--- src/hdl/sttk_pkg.sv ---
// Shared types and token kind codes for the source text tokenizer.
package sttk_pkg;

  // Token kinds as carried on the result channel.
  localparam logic [4:0] KIND_END     = 5'd0;
  localparam logic [4:0] KIND_NAME    = 5'd1;
  localparam logic [4:0] KIND_INT     = 5'd2;
  localparam logic [4:0] KIND_STR     = 5'd3;
  localparam logic [4:0] KIND_ARROW   = 5'd4;
  localparam logic [4:0] KIND_LPAREN  = 5'd5;
  localparam logic [4:0] KIND_RPAREN  = 5'd6;
  localparam logic [4:0] KIND_EQUAL   = 5'd7;
  localparam logic [4:0] KIND_PLUS    = 5'd8;
  localparam logic [4:0] KIND_MINUS   = 5'd9;
  localparam logic [4:0] KIND_STAR    = 5'd10;
  localparam logic [4:0] KIND_SLASH   = 5'd11;
  localparam logic [4:0] KIND_GT      = 5'd12;
  localparam logic [4:0] KIND_LT      = 5'd13;
  localparam logic [4:0] KIND_COMMA   = 5'd14;
  localparam logic [4:0] KIND_SEMI    = 5'd15;
  localparam logic [4:0] KIND_DOT     = 5'd16;
  localparam logic [4:0] KIND_NEWLINE = 5'd17;
  localparam logic [4:0] KIND_STOP    = 5'd18;

  // Width of the position and length fields on the result channel.
  localparam int unsigned OUT_BITS = 16;

  // One token result.
  typedef struct packed {
    logic [4:0]          kind;
    logic [OUT_BITS-1:0] row;
    logic [OUT_BITS-1:0] col;
    logic [OUT_BITS-1:0] len;
    logic                last;
  } sttk_res_t;

  // Results produced by one input transaction, in order e0 then e1.
  typedef struct packed {
    logic [1:0] n;
    sttk_res_t  e0;
    sttk_res_t  e1;
  } sttk_push_t;

endpackage

--- src/hdl/source_text_tokenizer.sv ---
// Source text tokenizer: one byte per transaction in, token reports out.
// A token's report is written into the result queue when the byte that completes it is accepted.
// Throughput: one byte per cycle while the four-entry result queue has room for two
// results; bytes yielding two reports can fill it, stalling input without backpressure.
// Reset (rst_n low, synchronous): scanner idle at row 1, column 1, result queue empty.
module source_text_tokenizer
  import sttk_pkg::*;
#(
  parameter int unsigned POS_BITS = 16
) (
  input  logic        clk,
  input  logic        rst_n,
  input  logic        in_tvalid,
  output logic        in_tready,
  input  logic [7:0]  in_tdata,   // [7:0] char_code
  input  logic        in_tlast,   // is_end
  output logic        out_tvalid,
  input  logic        out_tready,
  output logic [47:0] out_tdata,  // [15:0] row, [31:16] col, [47:32] length
  output logic [4:0]  out_tuser,  // [4:0] kind
  output logic        out_tlast   // last result of the input transaction
);

  sttk_push_t push;
  sttk_res_t  head;
  logic       room;
  logic       step_en;

  // An input transaction completes when the queue can absorb its results.
  assign in_tready = room;
  assign step_en   = in_tvalid && room;

  sttk_core #(
    .POS_BITS (POS_BITS)
  ) u_core (
    .clk       (clk),
    .rst_n     (rst_n),
    .step_en   (step_en),
    .char_code (in_tdata),
    .is_end    (in_tlast),
    .push      (push)
  );

  sttk_outq u_outq (
    .clk       (clk),
    .rst_n     (rst_n),
    .push      (push),
    .room      (room),
    .out_valid (out_tvalid),
    .out_ready (out_tready),
    .out_res   (head)
  );

  // Result channel packing.
  assign out_tdata = {head.len, head.col, head.row};
  assign out_tuser = head.kind;
  assign out_tlast = head.last;

endmodule

--- src/hdl/sttk_core.sv ---
// Tokenizer state registers and the per-character scanning logic.
module sttk_core
  import sttk_pkg::*;
#(
  parameter int unsigned POS_BITS = 16
) (
  input  logic       clk,
  input  logic       rst_n,
  input  logic       step_en,
  input  logic [7:0] char_code,
  input  logic       is_end,
  output sttk_push_t push
);

  typedef enum logic [2:0] {
    MODE_IDLE,
    MODE_NAME,
    MODE_INT,
    MODE_STR,
    MODE_MINUS,
    MODE_SLASH,
    MODE_COMMENT,
    MODE_HALT
  } mode_t;

  localparam logic [POS_BITS-1:0] POS_ONE = POS_BITS'(1);
  localparam logic [POS_BITS-1:0] POS_MAX = '1;

  mode_t                 mode_r, mode_nxt;
  logic [POS_BITS-1:0]   cur_row_r, cur_row_nxt;
  logic [POS_BITS-1:0]   cur_col_r, cur_col_nxt;
  logic [POS_BITS-1:0]   start_row_r, start_row_nxt;
  logic [POS_BITS-1:0]   start_col_r, start_col_nxt;
  logic [OUT_BITS-1:0]   tok_len_r, tok_len_nxt;

  // Character classes.
  logic       c_blank, c_alpha, c_digit, c_quote, c_minus, c_slash, c_nl, c_gt;
  logic [4:0] c_sym;

  // Handling of the character as if no token were open.
  logic       idl_v, idl_open, idl_adv;
  sttk_res_t  idl_res;
  mode_t      idl_mode;
  logic [OUT_BITS-1:0] idl_len;

  logic       a_v, b_v, use_idle, adv;
  sttk_res_t  res_a, res_b;

  function automatic logic [OUT_BITS-1:0] clamp_pos(input logic [POS_BITS-1:0] v);
    logic [31:0] w;
    w = 32'(v);
    return (w > 32'd65535) ? '1 : w[OUT_BITS-1:0];
  endfunction

  function automatic sttk_res_t mk_res(input logic [4:0] kind,
                                       input logic [POS_BITS-1:0] row,
                                       input logic [POS_BITS-1:0] col,
                                       input logic [OUT_BITS-1:0] len);
    sttk_res_t r;
    r.kind = kind;
    r.row  = clamp_pos(row);
    r.col  = clamp_pos(col);
    r.len  = len;
    r.last = 1'b0;
    return r;
  endfunction

  function automatic logic [4:0] symbol_kind(input logic [7:0] c);
    logic [4:0] k;
    unique case (c)
      8'h28:   k = KIND_LPAREN;
      8'h29:   k = KIND_RPAREN;
      8'h3D:   k = KIND_EQUAL;
      8'h2B:   k = KIND_PLUS;
      8'h2A:   k = KIND_STAR;
      8'h3E:   k = KIND_GT;
      8'h3C:   k = KIND_LT;
      8'h2C:   k = KIND_COMMA;
      8'h3B:   k = KIND_SEMI;
      8'h2E:   k = KIND_DOT;
      default: k = KIND_END;
    endcase
    return k;
  endfunction

  // Classify the incoming byte.
  always_comb begin
    c_blank = (char_code == 8'h20) || (char_code == 8'h09) || (char_code == 8'h0B) ||
              (char_code == 8'h0C) || (char_code == 8'h0D);
    c_alpha = ((char_code >= 8'h61) && (char_code <= 8'h7A)) ||
              ((char_code >= 8'h41) && (char_code <= 8'h5A));
    c_digit = (char_code >= 8'h30) && (char_code <= 8'h39);
    c_quote = (char_code == 8'h22);
    c_minus = (char_code == 8'h2D);
    c_slash = (char_code == 8'h2F);
    c_nl    = (char_code == 8'h0A);
    c_gt    = (char_code == 8'h3E);
    c_sym   = symbol_kind(char_code);
  end

  // Idle-state handling: skip a blank, open a token, emit a one-character token, or stop.
  always_comb begin
    idl_v    = 1'b0;
    idl_open = 1'b0;
    idl_adv  = 1'b1;
    idl_mode = MODE_IDLE;
    idl_len  = '0;
    idl_res  = mk_res(KIND_STOP, cur_row_r, cur_col_r, OUT_BITS'(1));
    priority if (c_blank) begin
    end else if (c_alpha) begin
      idl_open = 1'b1;
      idl_mode = MODE_NAME;
      idl_len  = OUT_BITS'(1);
    end else if (c_digit) begin
      idl_open = 1'b1;
      idl_mode = MODE_INT;
      idl_len  = OUT_BITS'(1);
    end else if (c_quote) begin
      idl_open = 1'b1;
      idl_mode = MODE_STR;
    end else if (c_minus) begin
      idl_open = 1'b1;
      idl_mode = MODE_MINUS;
      idl_len  = OUT_BITS'(1);
    end else if (c_slash) begin
      idl_open = 1'b1;
      idl_mode = MODE_SLASH;
      idl_len  = OUT_BITS'(1);
    end else if (c_sym != KIND_END) begin
      idl_v   = 1'b1;
      idl_res = mk_res(c_sym, cur_row_r, cur_col_r, OUT_BITS'(1));
    end else if (c_nl) begin
      idl_v   = 1'b1;
      idl_res = mk_res(KIND_NEWLINE, cur_row_r, cur_col_r, OUT_BITS'(1));
    end else begin
      // Unknown byte: report it and halt until the end marker.
      idl_v    = 1'b1;
      idl_adv  = 1'b0;
      idl_mode = MODE_HALT;
    end
  end

  // Per-mode next state and result selection.
  always_comb begin
    mode_nxt      = mode_r;
    cur_row_nxt   = cur_row_r;
    cur_col_nxt   = cur_col_r;
    start_row_nxt = start_row_r;
    start_col_nxt = start_col_r;
    tok_len_nxt   = tok_len_r;
    a_v           = 1'b0;
    b_v           = 1'b0;
    res_a         = mk_res(KIND_NAME, start_row_r, start_col_r, tok_len_r);
    res_b         = mk_res(KIND_END, cur_row_r, cur_col_r, '0);
    use_idle      = 1'b0;
    adv           = 1'b0;

    if (is_end) begin
      // Flush any open token, then report the end and return to reset values.
      unique case (mode_r)
        MODE_NAME: begin
          a_v   = 1'b1;
          res_a = mk_res(KIND_NAME, start_row_r, start_col_r, tok_len_r);
        end
        MODE_INT: begin
          a_v   = 1'b1;
          res_a = mk_res(KIND_INT, start_row_r, start_col_r, tok_len_r);
        end
        MODE_STR: begin
          a_v   = 1'b1;
          res_a = mk_res(KIND_STR, start_row_r, start_col_r, tok_len_r);
        end
        MODE_MINUS: begin
          a_v   = 1'b1;
          res_a = mk_res(KIND_MINUS, start_row_r, start_col_r, OUT_BITS'(1));
        end
        MODE_SLASH: begin
          a_v   = 1'b1;
          res_a = mk_res(KIND_SLASH, start_row_r, start_col_r, OUT_BITS'(1));
        end
        default: begin
        end
      endcase
      b_v           = 1'b1;
      mode_nxt      = MODE_IDLE;
      cur_row_nxt   = POS_ONE;
      cur_col_nxt   = POS_ONE;
      start_row_nxt = '0;
      start_col_nxt = '0;
      tok_len_nxt   = '0;
    end else begin
      unique case (mode_r)
        MODE_HALT: begin
        end
        MODE_COMMENT: begin
          if (c_nl) begin
            mode_nxt = MODE_IDLE;
          end
          adv = 1'b1;
        end
        MODE_STR: begin
          if (c_quote) begin
            a_v      = 1'b1;
            res_a    = mk_res(KIND_STR, start_row_r, start_col_r, tok_len_r);
            mode_nxt = MODE_IDLE;
          end else if (tok_len_r != '1) begin
            tok_len_nxt = tok_len_r + OUT_BITS'(1);
          end
          adv = 1'b1;
        end
        MODE_NAME: begin
          if (c_alpha || c_digit) begin
            if (tok_len_r != '1) begin
              tok_len_nxt = tok_len_r + OUT_BITS'(1);
            end
            adv = 1'b1;
          end else begin
            a_v      = 1'b1;
            res_a    = mk_res(KIND_NAME, start_row_r, start_col_r, tok_len_r);
            use_idle = 1'b1;
          end
        end
        MODE_INT: begin
          if (c_digit) begin
            if (tok_len_r != '1) begin
              tok_len_nxt = tok_len_r + OUT_BITS'(1);
            end
            adv = 1'b1;
          end else begin
            a_v      = 1'b1;
            res_a    = mk_res(KIND_INT, start_row_r, start_col_r, tok_len_r);
            use_idle = 1'b1;
          end
        end
        MODE_MINUS: begin
          a_v = 1'b1;
          if (c_gt) begin
            res_a    = mk_res(KIND_ARROW, start_row_r, start_col_r, OUT_BITS'(2));
            mode_nxt = MODE_IDLE;
            adv      = 1'b1;
          end else begin
            res_a    = mk_res(KIND_MINUS, start_row_r, start_col_r, OUT_BITS'(1));
            use_idle = 1'b1;
          end
        end
        MODE_SLASH: begin
          if (c_slash) begin
            mode_nxt = MODE_COMMENT;
            adv      = 1'b1;
          end else begin
            a_v      = 1'b1;
            res_a    = mk_res(KIND_SLASH, start_row_r, start_col_r, OUT_BITS'(1));
            use_idle = 1'b1;
          end
        end
        default: begin
          use_idle = 1'b1;
        end
      endcase

      if (use_idle) begin
        b_v      = idl_v;
        res_b    = idl_res;
        mode_nxt = idl_mode;
        adv      = idl_adv;
        if (idl_open) begin
          start_row_nxt = cur_row_r;
          start_col_nxt = cur_col_r;
          tok_len_nxt   = idl_len;
        end
      end

      // Advance the position past the consumed byte.
      if (adv) begin
        if (c_nl) begin
          cur_row_nxt = (cur_row_r == POS_MAX) ? POS_MAX : cur_row_r + POS_ONE;
          cur_col_nxt = POS_ONE;
        end else begin
          cur_col_nxt = (cur_col_r == POS_MAX) ? POS_MAX : cur_col_r + POS_ONE;
        end
      end
    end
  end

  // Order the results and mark the final one.
  always_comb begin
    push.n  = 2'd0;
    push.e0 = res_a;
    push.e1 = res_b;
    if (step_en) begin
      if (a_v) begin
        push.n = b_v ? 2'd2 : 2'd1;
      end else begin
        push.e0 = res_b;
        push.n  = b_v ? 2'd1 : 2'd0;
      end
    end
    if (push.n == 2'd2) begin
      push.e1.last = 1'b1;
    end else begin
      push.e0.last = 1'b1;
    end
  end

  // Tokenizer state.
  always_ff @(posedge clk) begin
    if (!rst_n) begin
      mode_r      <= MODE_IDLE;
      cur_row_r   <= POS_ONE;
      cur_col_r   <= POS_ONE;
      start_row_r <= '0;
      start_col_r <= '0;
      tok_len_r   <= '0;
    end else if (step_en) begin
      mode_r      <= mode_nxt;
      cur_row_r   <= cur_row_nxt;
      cur_col_r   <= cur_col_nxt;
      start_row_r <= start_row_nxt;
      start_col_r <= start_col_nxt;
      tok_len_r   <= tok_len_nxt;
    end
  end

  // The end marker always returns the scanner to idle.
  a_end_idle: assert property (@(posedge clk) disable iff (!rst_n)
    (step_en && is_end) |=> (mode_r == MODE_IDLE))
    else $error("scanner not idle after end marker");

  // A halted scanner stays halted on ordinary bytes.
  a_halt_hold: assert property (@(posedge clk) disable iff (!rst_n)
    (step_en && !is_end && (mode_r == MODE_HALT)) |=> (mode_r == MODE_HALT))
    else $error("scanner left halt without end marker");

  // Nothing is produced while halted except on the end marker.
  a_halt_quiet: assert property (@(posedge clk) disable iff (!rst_n)
    (!is_end && (mode_r == MODE_HALT)) |-> (push.n == 2'd0))
    else $error("result produced while halted");

endmodule

--- src/hdl/sttk_outq.sv ---
// Four-entry result queue taking up to two results per cycle.
module sttk_outq
  import sttk_pkg::*;
(
  input  logic       clk,
  input  logic       rst_n,
  input  sttk_push_t push,
  output logic       room,
  output logic       out_valid,
  input  logic       out_ready,
  output sttk_res_t  out_res
);

  localparam int unsigned DEPTH = 4;
  localparam int unsigned PTR_BITS = $clog2(DEPTH);
  localparam int unsigned CNT_BITS = $clog2(DEPTH + 1);

  sttk_res_t             mem_r [DEPTH];
  logic [PTR_BITS-1:0]   wr_ptr_r, wr_ptr_nxt;
  logic [PTR_BITS-1:0]   rd_ptr_r, rd_ptr_nxt;
  logic [CNT_BITS-1:0]   cnt_r, cnt_nxt;
  logic                  pop;
  logic [PTR_BITS-1:0]   wr_ptr_p1;

  // Space for a worst-case pair of results.
  assign room      = (cnt_r <= CNT_BITS'(DEPTH - 2));
  assign out_valid = (cnt_r != '0);
  assign out_res   = mem_r[rd_ptr_r];
  assign pop       = out_valid && out_ready;
  assign wr_ptr_p1 = wr_ptr_r + PTR_BITS'(1);

  // Pointer and occupancy updates.
  always_comb begin
    wr_ptr_nxt = wr_ptr_r + PTR_BITS'(push.n);
    rd_ptr_nxt = pop ? rd_ptr_r + PTR_BITS'(1) : rd_ptr_r;
    cnt_nxt    = cnt_r + CNT_BITS'(push.n) - CNT_BITS'(pop);
  end

  always_ff @(posedge clk) begin
    if (!rst_n) begin
      wr_ptr_r <= '0;
      rd_ptr_r <= '0;
      cnt_r    <= '0;
    end else begin
      wr_ptr_r <= wr_ptr_nxt;
      rd_ptr_r <= rd_ptr_nxt;
      cnt_r    <= cnt_nxt;
    end
  end

  // Result storage.
  always_ff @(posedge clk) begin
    if (push.n != 2'd0) begin
      mem_r[wr_ptr_r] <= push.e0;
    end
    if (push.n == 2'd2) begin
      mem_r[wr_ptr_p1] <= push.e1;
    end
  end

  // Occupancy never exceeds the storage.
  a_no_overflow: assert property (@(posedge clk) disable iff (!rst_n)
    (32'(cnt_r) + 32'(push.n) - 32'(pop)) <= DEPTH)
    else $error("result queue overflow");

  // Results are only written while there was room for them.
  a_push_room: assert property (@(posedge clk) disable iff (!rst_n)
    (push.n != 2'd0) |-> room)
    else $error("results pushed without room");

  // A waiting result stays offered and unchanged until it is taken.
  a_hold_head: assert property (@(posedge clk) disable iff (!rst_n)
    (out_valid && !out_ready) |=> (out_valid && $stable(out_res)))
    else $error("waiting result dropped or changed");

endmodule
--- config.mk ---
export PLATFORM = sky130hd
export DESIGN_NAME = source_text_tokenizer
export DESIGN_NICKNAME = d
export VERILOG_FILES = /design/src/hdl/sttk_pkg.sv /design/src/hdl/source_text_tokenizer.sv /design/src/hdl/sttk_core.sv /design/src/hdl/sttk_outq.sv
export SDC_FILE = /design/constraint.sdc
export NUM_CORES = 1
export LEC_CHECK = 0
export BUFFER_PORTS_ARGS = -buffer_cell sky130_fd_sc_hd__buf_2
export CELL_PAD_IN_SITES_DETAIL_PLACEMENT = 0
export CELL_PAD_IN_SITES_GLOBAL_PLACEMENT = 1
export CORE_ASPECT_RATIO = 0.75
export CORE_MARGIN = 5
export CORE_UTILIZATION = 47
export CTS_CLUSTER_DIAMETER = 200
export DETAILED_ROUTE_END_ITERATION = 10
export PLACE_DENSITY_LB_ADDON = 0.12
export RECOVER_POWER = 25
export SLEW_MARGIN = 25
export SYNTH_ARGS = -nofsm -noshare
export SYNTH_HDL_FRONTEND = slang
export SYNTH_HIERARCHICAL = 1
export SYNTH_SLANG_ARGS = --single-unit
--- constraint.sdc ---
create_clock -name clk -period 7.75 [get_ports clk]
set_clock_uncertainty 0.1 [all_clocks]
set_input_delay 1.9375 -clock clk [delete_from_list [all_inputs] [get_ports clk]]
set_output_delay 1.9375 -clock clk [all_outputs]
set_load 0.005 [all_outputs]
# == After elaboration in Yosys (flattened, before gate mapping) ==
# Memories as Yosys holds them, arrays and structs flattened. A register that Yosys moved wholly into a read port is not among the register bits.
# Index checks and enable logic that the tools add are counted.
# Widths: inputs -> output; s select.
# word_totals
register_bits,90
ramBits,216
in_bits,13
output_inout_bits,56
elab_cells,196
memories,1
# memory_table
name,words,width,rd,rd_ports_with_merged_regs,wr,line_no,text
u_outq.mem_r,4,54,1,1,2,sttk_outq.sv:18,sttk_res_t mem_r [DEPTH];
# op_classes
n_addsub,8
n_lt_le_gt_ge,7
n_eq_ne,34
n_mux,111
reduce_logical,26
# op_table
op,count
$mux 54,11
$mux 16,26
$pmux 54 s4,1
$pmux 53 s4,1
$mux 51,3
$eq 8x6->1 const B,14
$mux 53,2
$mux 56,1
$pmux 5 s10,1
$add 16x1->16 const B,3
$pmux 16 s3,1
$mux 1,42
$mux 3,14
$eq 8x4->1 const B,5
$eq 16x16->1 const B,2
$ge 8x7->1 const B,2
$le 8x7->1 const B,2
$ne 16x16->1 const B,1
$ne 4x2->1 const B,4
$pmux 1 s5,3
$eq 3x3->1 const B,4
$pmux 3 s4,1
$reduce_bool 2->1,5
$ge 8x6->1 const B,1
21 further kinds,36

# == Longest topological paths before layout ==
# depth
word_depth,17
depth_mapped,17
ltp_nobuf,14

# == By module ==
# Netlist, hierarchy kept.
# modules_own_cells
mod,n_inst,cells_per_inst,area_each_um2,seq_area_each_um2
sttk_outq,1,571,10904.2,6666.4
sttk_core,1,663,5437.7,1661.6
source_text_tokenizer,1,1,6.3,0.0

# == Least setup slack after synthesis ==
# OpenSTA, ideal clock, no wires.
# synth_path
path_type,input -> register
from,input in_tdata[3]
to,memory u_outq/mem_r[0][0] in the netlist's numbering (enable)
setup_ns,0.540
arrival_ns,7.613
t_required_ns,7.110
slack_ns,-0.504
cell_stages,12
n_path_buf,1
path_cell_list,buf_2 -> o21ai_1 -> a21o_2 -> o21ai_0 -> a211oi_2 -> nor2_1 -> a21oi_1 -> o22ai_1 -> ha_1 -> and2_1 -> o21bai_1 -> o21ai_0
# synth_rtl
element,line_no,text
from (decl),source_text_tokenizer.sv:15,"input logic [7:0] in_tdata,"
to (decl),sttk_outq.sv:18,

==> flow_metrics.env <==
export IMPL_status="complete, but fails checks"
export IMPL_violations="max-capacitance violations, max-slew violations"
export IMPL_ys_seq_elements=308
export IMPL_syn_avg_cell_area_um2=13.2
export IMPL_synth_fa_ha_area_share_pct=0.735
export IMPL_clock_path_buffers=3
export IMPL_hold_end="u_core/start_row_r[3]"
export IMPL_synth_compound_gate_area_share_pct=10.3
export IMPL_design_core_area_um2=34500
export IMPL_min_delay_start="u_core/start_row_r[3]"
export IMPL_ys_warn_count=6
export IMPL_max_freq_mhz=156
export IMPL_port_buffers=68
export IMPL_gr_total_overflow=0
export IMPL_crit_path_max_fanout=41
export IMPL_cts_resized=0
export IMPL_finalSetupViolations=0
export IMPL_ant_nets=0
export IMPL_clk_pin_slew_worst_paths_ps=60
export IMPL_finalHoldViolCount=0
export IMPL_cap_violations=4
export IMPL_gp_congestion=0.821
export IMPL_fin_crit_ps=6390
export IMPL_power_leakage_nw=6.41
export IMPL_synth_top_family_by_area="multiplexers"
export IMPL_yosys_area_top_type="edfxtp_1"
export IMPL_synth_most_common_cell="mux2_2"
export IMPL_totalWireLength_mm=40.6
export IMPL_syn_inst=1235
export IMPL_num_rows=59
export IMPL_synth_area_top_cells="edfxtp_1 (40%), mux2_2 (17%), dfxtp_1 (11%)"
export IMPL_synth_flop_cell="edfxtp_1"
export IMPL_whs_path_depth=1
export IMPL_root_buffer="clkbuf_16"
export IMPL_cts_buffers_inserted=31
export IMPL_crit_path_end_kind="flip-flop"
export IMPL_synthArstFlopShare_pct=0
export IMPL_p_per_area_nw_per_um2=265
export IMPL_finalCritPeriodShare_pct=82.5
export IMPL_vdd_ir_drop_max_mv=0.252
export IMPL_drt_pass1_iter_count=5
export IMPL_fillerInstances=3010
export IMPL_crit_type="input pin to flip-flop"
export IMPL_yosys_top_cells_count="mux2_2 (246), edfxtp_1 (216), dfxtp_1 (92), mux4_2 (54), a21oi_1 (53)"
export IMPL_insertion_delay_ps=570
export IMPL_synth_edf_count=216
export IMPL_design_die_area_um2=38700
export IMPL_cp_required_ps=7850
export IMPL_viasPerCell=6.06
export IMPL_area_growth_pct=8.85
export IMPL_tns_ps=0
export IMPL_drc=0
export IMPL_fin_nets=1290
export IMPL_grt_max_degree=55
export IMPL_ctsHoldBuffers=0
export IMPL_wl_per_cell_um=23.2
export IMPL_ios=69
export IMPL_ys_seq_area_share_pct=50.9
export IMPL_start_util_pct=47.3
export IMPL_r2r_end="u_outq/mem_r[0][13]"
export IMPL_muxShareOfSynthArea_pct=24.6
export IMPL_r2r_start="u_core/mode_r[0]"
export IMPL_drt_iter0_markers=808
export IMPL_htreeDepth=1
export IMPL_cts_setup_buffers=0
export IMPL_drive_above_1_share_pct=33.9
export IMPL_die_x_um=225
export IMPL_rsz0062_at_grt="no"
export IMPL_hold_path_class="flip-flop to flip-flop"
export IMPL_cts_tree="built"
export IMPL_dp_slack_ps=1520
export IMPL_yosys_area_share_xor_xnor_pct=0.329
export IMPL_slew_headroom_pct=-72.3
export IMPL_synth_top_cell_area_share_pct=39.7
export IMPL_grt_pass1_wl_mm=64.1
export IMPL_dp_hpwl_mm=24.4
export IMPL_reg2reg_depth=10
export IMPL_grt_pass1_vias=10661
export IMPL_setup_ws_ps=1360
export IMPL_tightest_slew_ps=2580
export IMPL_grt_util_all_layers_pct=20.9
export IMPL_arrival_ps=6490
export IMPL_r2r_setup_slack_ps=3020
export IMPL_die_height_um=172
export IMPL_final_max_slew_viol_count=121
export IMPL_num_vias=10605
export IMPL_yosysUniqueCellTypes=93
export IMPL_finish_utilization_pct=51.5
export IMPL_diodes=0
export IMPL_cts_sink_count=308
export IMPL_antenna_found_initial=1
export IMPL_syn_area_um2=16300
export IMPL_critPathLaunchType="input pin"
export IMPL_yosys_area_share_simple_pct=8.89
## stage by stage
step	area [µm²]	total power (W)	hold slack, ps	instances
floorplan	16400	0.00290	337	1249
global placement	16900	0.00334	350	1692
detailed placement	16900	0.00335	349	1692
CTS	17900	0.00481	372	1750
global route	17800	0.00494	386	1750
finish	17800	0.00471	373	1750
## cell usage in the layout, fill, tap and decap left out, types with 7 or more instances in the layout
cell type | synthesis | layout
conb_1 | 1 | 15
buf_4 | 22 | 18
a22o_1 | 33 | 33
a21oi_1 | 53 | 55
inv_1 | 21 | 21
and3_1 | 32 | 32
nor2b_1 | 7 | 7
a41oi_1 | 10 | 10
mux4_2 | 54 | 54
nor3_1 | 15 | 15
nand3_1 | 36 | 36
mux2_2 | 246 | 246
buf_2 | 28 | 36
nand2_1 | 50 | 50
nand4_1 | 8 | 8
clkinv_2 | 0 | 9
edfxtp_1 | 216 | 216
a31oi_1 | 22 | 24
o31ai_1 | 6 | 7
and2_1 | 18 | 17
nor2_1 | 40 | 37
clkbuf_1 | 36 | 40
o221a_2 | 7 | 7
clkbuf_16 | 0 | 31
ha_1 | 8 | 8
o21ai_0 | 35 | 35
dfxtp_1 | 92 | 90
## per-layer routing
layer  vias to the layer above  part of all wire (%)  wire (µm)  global-route usage [%]
li1                       4938                     -          -                       -
met2                       244                    44      18000                    32.2
met3                        38                   4.3       1750                    2.53
met5                         -                     0          0                       0
met4                         0                   1.6        650                    3.71
met1                      5385                    50      20200                    32.3
## state kept, by name, indices dropped and copies added (netlist names), named ones only
register,cells
u_outq/cnt_r,3
u_core/tok_len_r,16
u_outq/rd_ptr_r,2
u_outq/wr_ptr_r,2
u_outq/mem_r,216
u_core/cur_col_r,16
u_core/start_col_r,16
u_core/mode_r,3
u_core/start_row_r,16
u_core/cur_row_r,16
## power breakdown
group | switching (W) | internal [W]
clock | 0.000632 | 0.000812
combinational | 0.000647 | 0.000498
sequential | 0.000109 | 0.00201
total | 0.00139 | 0.00332
## kinds of logic after synthesis
family	after synthesis
other	1
AO/OA/AOI/OAI	229
AND/OR/NAND/NOR	257
buffers and inverters	124
multiplexers	304
flip-flops	308
XOR/XNOR	3
adder cells (fa/ha/maj)	9
## area by class of cell
class / count / area (µm²) / share of cell area [%]
clock buffer: 42 / 867 / 4.87
clock inverter: 16 / 103 / 0.577
inverter: 21 / 78.8 / 0.443
multi-input combinational: 817 / 7380 / 41.5
sequential: 308 / 8330 / 46.8
tap: 457 / 572 / 3.21
timing repair buffer: 89 / 463 / 2.60
## how the worst max path moves through the flow
| stage | from | to | slack (ps) | cells past startpoint |
|---|---|---|---|---|
| 5_1_grt | in_tdata[1] | u_outq/mem_r[2][32] | 960 | 13 |
| 6_report | in_tdata[1] | u_outq/mem_r[0][13] | 1360 | 13 |
| 3_3_place_gp | in_tdata[1] | u_outq/mem_r[0][8] | 1620 | 14 |
| 2_1_floorplan | in_tdata[3] | u_outq/mem_r[2][0] | 840 | 12 |
| 3_5_place_dp | in_tdata[1] | u_outq/mem_r[0][8] | 1520 | 13 |
| 4_1_cts | in_tdata[1] | u_outq/mem_r[0][15] | 2120 | 14 |
## critical path, cell delays in order
cell      delay, ps
clkbuf_1        330
o21ai_0         700
a21o_2          270
o21ai_0         100
a211oi_1        630
nor2_1           80
a21oi_1         140
o22ai_1         100
ha_1            320
and2_0          410
o21bai_1        260
o21ai_4         500
buf_4           650
(Power assumes the default switching activity.)
